**src/rtl/core/wps_pkg.sv**
```systemverilog
`default_nettype none
package wps_pkg;

    localparam int BITS_PER_PIXEL_DEFAULT = 24;
    localparam int COLOR_W = 24;
    localparam int SHORT_W = 16;
    localparam int DUR_W   = 20;
    localparam int CFG_IDX_W = 3;
    localparam int CFG_DATA_W = DUR_W;

    // register indexes
    localparam logic [CFG_IDX_W-1:0] REG_ONE_HIGH  = 3'd0;
    localparam logic [CFG_IDX_W-1:0] REG_ONE_LOW   = 3'd1;
    localparam logic [CFG_IDX_W-1:0] REG_ZERO_HIGH = 3'd2;
    localparam logic [CFG_IDX_W-1:0] REG_ZERO_LOW  = 3'd3;
    localparam logic [CFG_IDX_W-1:0] REG_LATCH     = 3'd4;

    // reset timings in 5 ns ticks
    localparam logic [SHORT_W-1:0] ONE_HIGH_RST  = 16'd140;
    localparam logic [SHORT_W-1:0] ONE_LOW_RST   = 16'd160;
    localparam logic [SHORT_W-1:0] ZERO_HIGH_RST = 16'd70;
    localparam logic [SHORT_W-1:0] ZERO_LOW_RST  = 16'd120;
    localparam logic [DUR_W-1:0]   LATCH_RST     = 20'd12000;

    typedef struct packed {
        logic [COLOR_W-1:0] pixel_color;
        logic               frame_end;
    } t_pixel_in;

    typedef struct packed {
        logic             pin_level;
        logic [DUR_W-1:0] duration_ticks;
        logic             run_last;
    } t_seg_out;

    typedef struct packed {
        logic [SHORT_W-1:0] one_high;
        logic [SHORT_W-1:0] one_low;
        logic [SHORT_W-1:0] zero_high;
        logic [SHORT_W-1:0] zero_low;
        logic [DUR_W-1:0]   latch;
    } t_timing;

endpackage
`default_nettype wire

```
**src/rtl/core/ws2812_pixel_serializer.sv**
```systemverilog
`default_nettype none
// Serializes one colour word per input beat into pin-level segments for a single-wire
// self-clocked LED chain, most significant bit first: each bit gives a high segment then
// a low segment, with one-bit and zero-bit durations from the timing registers, and a
// pixel marked frame_end adds a low latch segment; run_last marks a pixel's final segment.
// A pixel gives 2*BITS_PER_PIXEL segments, plus one with frame_end, and the back-end
// sequencer issues one segment per cycle through its output register unless i_out_ready
// stalls it; pixels wait in a two-entry queue, and an idle load step that issues no
// segment comes only when the queue has run dry. Timing registers written
// as zero are used as one tick. Write them only while the block is idle.
module ws2812_pixel_serializer #(
    parameter int BITS_PER_PIXEL = wps_pkg::BITS_PER_PIXEL_DEFAULT
) (
    input  wire logic                              i_clk,
    input  wire logic                              i_rst_n,
    input  wire logic                              i_in_valid,
    output logic                                   o_in_ready,
    input  wire wps_pkg::t_pixel_in                i_in_data,
    output logic                                   o_out_valid,
    input  wire logic                              i_out_ready,
    output wps_pkg::t_seg_out                      o_out_data,
    input  wire logic                              i_cfg_we,
    input  wire logic [wps_pkg::CFG_IDX_W-1:0]     i_cfg_index,
    input  wire logic [wps_pkg::CFG_DATA_W-1:0]    i_cfg_data
);

    localparam int EXT_W = (BITS_PER_PIXEL > wps_pkg::COLOR_W) ? BITS_PER_PIXEL
                                                                : wps_pkg::COLOR_W;
    localparam int WORD_W = BITS_PER_PIXEL + 1;

    wps_pkg::t_timing            r_timing;
    logic [wps_pkg::SHORT_W-1:0] cfg_short;
    logic [wps_pkg::DUR_W-1:0]   cfg_long;
    logic [EXT_W-1:0]            color_ext;
    logic [WORD_W-1:0]           q_wr_data;
    logic [WORD_W-1:0]           q_rd_data;
    logic                        q_ready;
    logic                        q_valid;
    logic                        q_pop;

    // a zero duration is sent as one tick
    always_comb begin
        cfg_short = i_cfg_data[wps_pkg::SHORT_W-1:0];
        if (cfg_short == '0) begin
            cfg_short = wps_pkg::SHORT_W'(1);
        end
        cfg_long = i_cfg_data;
        if (cfg_long == '0) begin
            cfg_long = wps_pkg::DUR_W'(1);
        end
    end

    always_ff @(posedge i_clk) begin
        if (!i_rst_n) begin
            r_timing.one_high  <= wps_pkg::ONE_HIGH_RST;
            r_timing.one_low   <= wps_pkg::ONE_LOW_RST;
            r_timing.zero_high <= wps_pkg::ZERO_HIGH_RST;
            r_timing.zero_low  <= wps_pkg::ZERO_LOW_RST;
            r_timing.latch     <= wps_pkg::LATCH_RST;
        end else if (i_cfg_we) begin
            case (i_cfg_index)
                wps_pkg::REG_ONE_HIGH:  r_timing.one_high  <= cfg_short;
                wps_pkg::REG_ONE_LOW:   r_timing.one_low   <= cfg_short;
                wps_pkg::REG_ZERO_HIGH: r_timing.zero_high <= cfg_short;
                wps_pkg::REG_ZERO_LOW:  r_timing.zero_low  <= cfg_short;
                wps_pkg::REG_LATCH:     r_timing.latch     <= cfg_long;
                default: begin
                end
            endcase
        end
    end

    // front: fit the colour word to the pixel length, leading bits above it are zero
    assign color_ext = EXT_W'(i_in_data.pixel_color);
    assign q_wr_data = {color_ext[BITS_PER_PIXEL-1:0], i_in_data.frame_end};

    wps_queue #(
        .WIDTH (WORD_W)
    ) u_queue (
        .i_clk      (i_clk),
        .i_rst_n    (i_rst_n),
        .i_wr_valid (i_in_valid),
        .o_wr_ready (q_ready),
        .i_wr_data  (q_wr_data),
        .o_rd_valid (q_valid),
        .i_rd_pop   (q_pop),
        .o_rd_data  (q_rd_data)
    );

    wps_back #(
        .BITS_PER_PIXEL (BITS_PER_PIXEL)
    ) u_back (
        .i_clk       (i_clk),
        .i_rst_n     (i_rst_n),
        .i_q_valid   (q_valid),
        .o_q_pop     (q_pop),
        .i_q_bits    (q_rd_data[WORD_W-1:1]),
        .i_q_latch   (q_rd_data[0]),
        .i_timing    (r_timing),
        .o_out_valid (o_out_valid),
        .i_out_ready (i_out_ready),
        .o_out_data  (o_out_data)
    );

    assign o_in_ready = q_ready;

`ifndef SYNTH
    a_full_not_empty: assert property (@(posedge i_clk) disable iff (!i_rst_n)
        !q_ready |-> q_valid)
        else $error("queue full but empty");

    a_pop_only_valid: assert property (@(posedge i_clk) disable iff (!i_rst_n)
        q_pop |-> q_valid)
        else $error("pop from empty queue");

    a_high_not_last: assert property (@(posedge i_clk) disable iff (!i_rst_n)
        o_out_valid && o_out_data.pin_level |-> !o_out_data.run_last)
        else $error("high segment marked as last of run");

    a_dur_nonzero: assert property (@(posedge i_clk) disable iff (!i_rst_n)
        o_out_valid |-> (o_out_data.duration_ticks != '0))
        else $error("zero-length segment");
`endif

endmodule
`default_nettype wire

```
**src/rtl/core/wps_queue.sv**
```systemverilog
`default_nettype none
module wps_queue #(
    parameter int WIDTH = 25
) (
    input  wire logic             i_clk,
    input  wire logic             i_rst_n,
    input  wire logic             i_wr_valid,
    output logic                  o_wr_ready,
    input  wire logic [WIDTH-1:0] i_wr_data,
    output logic                  o_rd_valid,
    input  wire logic             i_rd_pop,
    output logic [WIDTH-1:0]      o_rd_data
);

    logic [WIDTH-1:0] r_mem [2];
    logic             r_wr_ptr;
    logic             r_rd_ptr;
    logic [1:0]       r_count;
    logic             push;
    logic             pop;

    assign o_wr_ready = (r_count != 2'd2);
    assign o_rd_valid = (r_count != 2'd0);
    assign o_rd_data  = r_mem[r_rd_ptr];
    assign push = i_wr_valid && o_wr_ready;
    assign pop  = i_rd_pop && o_rd_valid;

    always_ff @(posedge i_clk) begin
        if (!i_rst_n) begin
            r_wr_ptr <= 1'b0;
            r_rd_ptr <= 1'b0;
            r_count  <= 2'd0;
        end else begin
            if (push) begin
                r_wr_ptr <= ~r_wr_ptr;
            end
            if (pop) begin
                r_rd_ptr <= ~r_rd_ptr;
            end
            if (push && !pop) begin
                r_count <= r_count + 2'd1;
            end else if (pop && !push) begin
                r_count <= r_count - 2'd1;
            end
        end
    end

    always_ff @(posedge i_clk) begin
        if (push) begin
            r_mem[r_wr_ptr] <= i_wr_data;
        end
    end

endmodule
`default_nettype wire

```
**src/rtl/core/wps_back.sv**
```systemverilog
`default_nettype none
module wps_back #(
    parameter int BITS_PER_PIXEL = wps_pkg::BITS_PER_PIXEL_DEFAULT
) (
    input  wire logic                      i_clk,
    input  wire logic                      i_rst_n,
    input  wire logic                      i_q_valid,
    output logic                           o_q_pop,
    input  wire logic [BITS_PER_PIXEL-1:0] i_q_bits,
    input  wire logic                      i_q_latch,
    input  wire wps_pkg::t_timing          i_timing,
    output logic                           o_out_valid,
    input  wire logic                      i_out_ready,
    output wps_pkg::t_seg_out              o_out_data
);

    localparam int CNT_W = $clog2(BITS_PER_PIXEL);

    localparam logic [1:0] S_IDLE  = 2'd0;
    localparam logic [1:0] S_HIGH  = 2'd1;
    localparam logic [1:0] S_LOW   = 2'd2;
    localparam logic [1:0] S_LATCH = 2'd3;

    logic [1:0]                r_state, n_state;
    logic [BITS_PER_PIXEL-1:0] r_bits, n_bits;
    logic [CNT_W-1:0]          r_cnt, n_cnt;
    logic                      r_latch, n_latch;
    logic                      r_out_valid;
    wps_pkg::t_seg_out         r_out;
    wps_pkg::t_seg_out         seg;
    logic                      adv;
    logic                      emit;
    logic                      load;
    logic                      cur_bit;

    assign adv     = !r_out_valid || i_out_ready;
    assign cur_bit = r_bits[BITS_PER_PIXEL-1];

    always_comb begin
        n_state = r_state;
        n_bits  = r_bits;
        n_cnt   = r_cnt;
        n_latch = r_latch;
        emit    = 1'b0;
        load    = 1'b0;
        seg     = '0;
        case (r_state)
            S_IDLE: begin
                load = i_q_valid;
            end
            S_HIGH: begin
                if (adv) begin
                    emit = 1'b1;
                    seg.pin_level = 1'b1;
                    seg.duration_ticks = cur_bit ? wps_pkg::DUR_W'(i_timing.one_high)
                                                 : wps_pkg::DUR_W'(i_timing.zero_high);
                    n_state = S_LOW;
                end
            end
            S_LOW: begin
                if (adv) begin
                    emit = 1'b1;
                    seg.duration_ticks = cur_bit ? wps_pkg::DUR_W'(i_timing.one_low)
                                                 : wps_pkg::DUR_W'(i_timing.zero_low);
                    if (r_cnt != '0) begin
                        n_bits  = {r_bits[BITS_PER_PIXEL-2:0], 1'b0};
                        n_cnt   = r_cnt - CNT_W'(1);
                        n_state = S_HIGH;
                    end else if (r_latch) begin
                        n_state = S_LATCH;
                    end else begin
                        seg.run_last = 1'b1;
                        load    = i_q_valid;
                        n_state = S_IDLE;
                    end
                end
            end
            S_LATCH: begin
                if (adv) begin
                    emit = 1'b1;
                    seg.duration_ticks = i_timing.latch;
                    seg.run_last = 1'b1;
                    load    = i_q_valid;
                    n_state = S_IDLE;
                end
            end
            default: begin
                n_state = S_IDLE;
            end
        endcase
        // a queued next pixel is loaded with the last segment, so it follows without a gap
        if (load) begin
            n_bits  = i_q_bits;
            n_latch = i_q_latch;
            n_cnt   = CNT_W'(BITS_PER_PIXEL - 1);
            n_state = S_HIGH;
        end
    end

    always_ff @(posedge i_clk) begin
        if (!i_rst_n) begin
            r_state     <= S_IDLE;
            r_out_valid <= 1'b0;
        end else begin
            r_state <= n_state;
            if (adv) begin
                r_out_valid <= emit;
            end
        end
    end

    always_ff @(posedge i_clk) begin
        r_bits  <= n_bits;
        r_cnt   <= n_cnt;
        r_latch <= n_latch;
        if (adv && emit) begin
            r_out <= seg;
        end
    end

    assign o_q_pop     = load;
    assign o_out_valid = r_out_valid;
    assign o_out_data  = r_out;

endmodule
`default_nettype wire
```
**config.mk**
```make
export PLATFORM = sky130hd
export DESIGN_NAME = ws2812_pixel_serializer
export DESIGN_NICKNAME = d
export VERILOG_FILES = /design/src/rtl/core/wps_pkg.sv /design/src/rtl/core/ws2812_pixel_serializer.sv /design/src/rtl/core/wps_queue.sv /design/src/rtl/core/wps_back.sv
export SDC_FILE = /design/constraint.sdc
export NUM_CORES = 1
export LEC_CHECK = 0
export BUFFER_PORTS_ARGS = -buffer_cell sky130_fd_sc_hd__buf_2
export CORE_MARGIN = 4
export CORE_UTILIZATION = 35
export DETAILED_ROUTE_END_ITERATION = 16
export SLEW_MARGIN = 20
export SYNTH_ARGS = -nofsm -noshare
export SYNTH_HDL_FRONTEND = slang
export SYNTH_SLANG_ARGS = --single-unit
export TNS_END_PERCENT = 5
```
**constraint.sdc**
```tcl
create_clock -name i_clk -period 6.7 [get_ports i_clk]
set_clock_uncertainty 0.1 [all_clocks]
set_input_delay 0 -clock i_clk [delete_from_list [all_inputs] [get_ports i_clk]]
set_output_delay 0 -clock i_clk [all_outputs]
set_load 0.02 [all_outputs]
```
Word-level counts from Yosys, hierarchy flattened
Memories as Yosys holds them, arrays and structs flattened. A register that Yosys moved wholly into a read port is not among the register bits. Cells that the tools add are included.

Eq/ne operators: 14. Bitwise operators: 3. Multiplexer cells: 35. $add $sub $neg: 3. Reductions and logical operators: 32.

Operator list (number): 24-bit two-way mux (4); 21-bit two-way mux (3); 20-bit one-hot mux with 3 select lines (1); 16-bit two-way mux (3); 20-bit logical NOT (1); 20-bit two-way mux (1); 16-bit logical NOT (1); 2-bit two-way mux (7); 1-bit two-way mux (13); 2-bit AND reduction (5); 2-bit nonzero test (5); 3-bit by 2-bit inequality test with 1-bit output, second input constant (3); 4-bit AND reduction (2); 3-bit by 2-bit equality test with 1-bit output, second input constant (2); 2-bit by 1-bit inequality test with 1-bit output, second input constant (3); 2-bit one-hot mux with 3 select lines (1); 3-bit AND reduction (2); 1-bit logical AND (5); 5-bit nonzero test (1); 5-bit by 1-bit subtractor with 5-bit output, second input constant (1); 2-bit equality test, second input constant (2); 4-bit nonzero test (1); 3-bit by 1-bit equality test with 1-bit output, second input constant (1); 3-bit equality test, second input constant (1); other kinds (14) (18).

Memories: 1. Output and inout port bits: 24. Register bits: 143. Bits in writable memories: 50. Bits of input ports: 53.

Memory list: u_queue.r_mem (depth 2, width 25, read ports 1, clocked after memory_dff 1, write ports 1, line wps_queue.sv:15) `logic [WIDTH-1:0] r_mem [2];`.

Logic depth before layout (Yosys ltp)
Depth in word-level cells: 9. Gate-level depth with buffers: 11. Mapped depth without buffers: 10.

Hierarchy
From an unflattened synthesis, not the netlist that was laid out.

Cell total of the unflattened synthesis: 713. Area, all modules: 8354.3 µm².

Modules (own cells, without submodules): ws2812_pixel_serializer (sequential area each 1681.6 µm², area each 3265.6 µm², cells an instance 376, instances 1); wps_back (sequential area each 1571.5 µm², area each 3047.9 µm², cells an instance 235, instances 1); wps_queue (sequential area each 1601.5 µm², area each 2040.7 µm², cells an instance 102, instances 1).

Worst setup path after synthesis
OpenSTA, ideal clock, no wires.

Path type: flip-flop to flip-flop. Start: reg u_back.r_cnt[0]. End: reg u_back.r_bits[0], enable pin. Buffers on the path: 1. Data arrival time: 2.560 ns. Data required time: 6.219 ns. Slack: 3.659 ns. Cell stages (with the launch flop): 9. Path through: dfxtp_1 inv_1 ha_1 or4b_4 or4b_4 a21boi_4 buf_2 inv_2 nand2_1.

Longest elaborated chain between the ends: 6. Elaborated cells between the ends (all ways): 8.

Ends and longest elaborated chain: start: declaration (line wps_back.sv:26) `logic [CNT_W-1:0] r_cnt, n_cnt;`; start signal: assignment (line wps_back.sv:114) `r_cnt <= n_cnt;`; 5-bit nonzero test (*) (line wps_back.sv:65) `if (r_cnt != '0) begin`; 1-bit two-way mux (line wps_back.sv:65); 1-bit two-way mux (line wps_back.sv:61) `if (adv) begin`; 1-bit one-hot mux with 3 select lines (line wps_back.sv:47) `case (r_state)`; 2-bit nonzero test (no line); 3-bit AND reduction (no line) (*); end signal: assignment (line wps_back.sv:113) `r_bits <= n_bits;`; end: declaration (line wps_back.sv:25) `logic [BITS_PER_PIXEL-1:0] r_bits, n_bits;`.

Every way passes the cells marked *; elsewhere a longest branch is shown, timed or not. A chain may end at the register's enable or synchronous reset.

Worst setup path in the final report
Start: reg u_back.r_cnt[0]. End: reg u_back.r_bits[19], enable pin.

Same word-level chain as after synthesis.

==> run summary <==
maximum number of pins on one net before global-route repair = 93
post-route non-filler standard cell count = 1137
unrepaired setup endpoints after global routing = no
half-perimeter wire length of the detailed placement result = 10600 microns
Min Clock Period, post-route = 3610 ps
cts hold-fix bufs = 47
parity-gate share of the synthesized area counting xor and xnor cells = 0.774%
antenna violations before repair = 1
data arrival at the endpoint of the critical path = 3550 ps
Leakage Power = 0.00359 uW
post-CTS resize count = 0
placement row count = 54
post-route fraction of the period consumed by the critical path = 53.9%
area share of fa/ha/maj cells after synthesis = 1.26%
signed area change from the synthesized netlist to the final layout = 20.6%
Std-Cell Core Area = 22000 sq um
VDD IR-drop max = 0.000195 V
drt via density = 4.85
kind of end point of the critical path = register
element type at the critical path start = register
count of input and output buffers = 76
part of the Yosys area used for sequential elements = 61.3%
compound-cell area share of the yosys netlist = 11.9%
fin. max-slew vios = 0
Mapped Nets = 800
area of combinational cells with multiple inputs = 2870 sq um
worst setup timing slack at the placement stage = 3050 ps
via count of the first global-routing pass = 5337
yosys synthesis warning count = 0
DR pass1 iterations = 5
required time of the critical path = 6640 ps
First DRT Iteration DRCs = 386
sum of negative setup slack = 0 ps
post-CTS setup repair buffer count = 0
cts bufs inserted = 17
fraction of final layout cells sized beyond drive strength 1 = 14.3%
cell area power density = 370 nW/um^2
Netlist Area Pre-Place = 7920 sq um
H-Tree Depth = 4
beginning of the worst hold path = i_cfg_index[0]
Top FF cell, synth = edfxtp_1
aggregate routed wire length = 17600 microns
CTS tree = done
beginning of the worst register-to-register path = u_back.r_cnt[0]
maximum clock insertion buffer count = 2
average footprint of a synthesized cell = 10.7 sq um
instance count after placement with tap cells included = 1057
launch point of the critical path = u_back.r_cnt[0]
Die Height = 158 microns
DRC Markers = 0
die extent in x = 158 microns
routed via count = 5512
residual antenna-violating net count after detailed routing = 0
transition time at the pin with the least slew margin = 1040 ps
number of sinks on the clock net = 194
worst slew slack as a fraction of its limit = 30.7%
Fillers = 2112
number of ports placed on the die boundary = 77
register bit total from synthesis = 194
gr usage total = 14.2%
worst setup margin = 3090 ps
critical path class = reg -> reg
number of enable flip-flop cells after synthesis = 97
Max Cap Viol = 0
final setup violation count = 0
die footprint = 25100 sq um
core occupancy in the finished layout = 43.4%
share of flip-flops with an asynchronous set or reset = 0%
post-synthesis share of cell area spent on and, or, nand and nor gates = 15.0%
initial standard-cell utilization of the core = 36.0%
Worst-path clk slew = 70 ps
run status = completed
largest family of logic cells by synthesized area = simple AND/OR/NAND/NOR gates
maximum achievable frequency = 277 MHz
global-route wire length before repair = 27900 microns
weighted congestion reported at the end of routability-driven placement = 0.732
clock latency at the later pin of the worst-skew pair = 420 ps
worst-path maximum fanout = 52
clock root cell = clkbuf_16
min-delay worst type = in -> reg
final-report hold violation count = 0
residual overflow from global routing = 0
sequential cell area = 4850 sq um
share of synthesized area spent on multiplexers = 7.22%
Mapped Cells = 739
net count reported at finish = 904
count of unique library cells instantiated by Yosys = 42
Routed wire per std cell = 15.4 microns
-- layer usage --
layer,vias to the layer above,global-route usage (%),wire [microns]
li1,2787,-,-
met1,2602,19.1,8250
met2,113,23.1,8380
met3,10,2.96,783
met4,0,4.55,156
met5,-,0,0
-- worst max-delay path: stages (launching register included) --
cell and delay [ps]:
dfxtp_1 310, inv_1 110, ha_1 160, or4b_4 490, or4b_4 540, a21boi_4 130, buf_4 440, inv_2 140
nand2_1 780
-- layout make-up --
cell class	count	share of cell area (%)
Sequential cell	194	50.8
Multi-Input combinational cell	492	30.0
Timing Repair Buffer	130	9.45
Clock buffer	18	4.49
Tap cell	280	3.67
Clock inverter	14	1.23
Inverter	8	0.314
Antenna cell	1	0.0262
-- cell families (layout without fill, tap and decap cells) --
logic type      Yosys count  in the layout
fa+ha+maj                 8              8
xor+xnor                  7              7
other cells               0              1
buf+inv                  53            170
mux                      57             57
flops                   194            194
simple gates            280            280
compound gates          140            140
-- worst paths after layout --
path / to / slack [ps] / depth (start not counted)
max reg2reg: u_back.r_bits[19] / 3090 / 8
max: u_back.r_bits[19] / 3090 / 8
min reg2reg: r_timing[17] / 360 / 2
min: r_timing[40] / 60 / 5
-- power breakdown --
group          internal (uW)  total [uW]  switching (uW)
Clock                    489         950             461
Sequential              1560        1630            70.7
Combinational            331         953             623
-- cells in the final DEF (no fill, tap or decap), types with 4 or more instances in the layout --
| cell type | instances |
|---|---|
| xnor2_1 | 4 |
| and2_1 | 6 |
| ha_1 | 8 |
| dlygate4sd3_1 | 47 |
| nand2_1 | 175 |
| and3_1 | 4 |
| edfxtp_1 | 97 |
| inv_1 | 7 |
| dfxtp_1 | 97 |
| nor3b_1 | 5 |
| inv_6 | 4 |
| nor2_1 | 46 |
| nand3_1 | 22 |
| a21oi_1 | 45 |
| nor4_1 | 6 |
| mux2i_1 | 56 |
| a21boi_0 | 62 |
| o22ai_1 | 17 |
| clkbuf_16 | 17 |
| o211a_1 | 4 |
| inv_8 | 4 |
| buf_2 | 76 |
| buf_4 | 7 |
-- sequential cells by signal, indices dropped and copies added (netlist names), named ones only --
signal and cells:
u_back.r_cnt 5, u_back.o_out_data 22, u_back.o_out_valid 1, u_queue.r_mem 50, u_queue.r_wr_ptr 1, u_queue.r_count 2
u_back.r_latch 1, u_back.r_state 2, r_timing 84, u_queue.r_rd_ptr 1, u_back.r_bits 24
-- stage by stage --
step                      hold WS (ps)  total power, uW  cell area, sq um
after floorplan                  -1.13             2340              7920
after global placement            90.3             2580              8540
after detailed placement          92.0             2600              8540
after CTS                         43.8             3580              9550
after global routing              91.1             3750              9560
final                             63.6             3530              9560
-- synthesized netlist by cell type (2+ instances only) --
library cell	instances	area [sq um]
or4b_4	2	27.5
xnor2_1	4	35.0
nand3_1	22	110
mux2i_1	56	561
xor2_1	3	26.3
o22ai_1	17	106
edfxtp_1	97	2910
clkbuf_1	38	143
nand2b_1	2	12.5
o211a_1	4	40.0
buf_2	5	25.0
a21oi_1	45	225
nor2_1	48	180
o21ai_0	3	15.0
nand2_1	175	657
nor2b_1	2	12.5
ha_1	8	100
inv_1	7	26.3
o21a_1	2	15.0
nor3_1	2	10.0
and2_1	6	37.5
buf_1	2	7.51
nor4_1	6	37.5
nor3b_1	5	37.5
a21boi_0	62	465
dfxtp_1	97	1940
and3_1	4	25.0
Power figures use the tool's default switching activity.
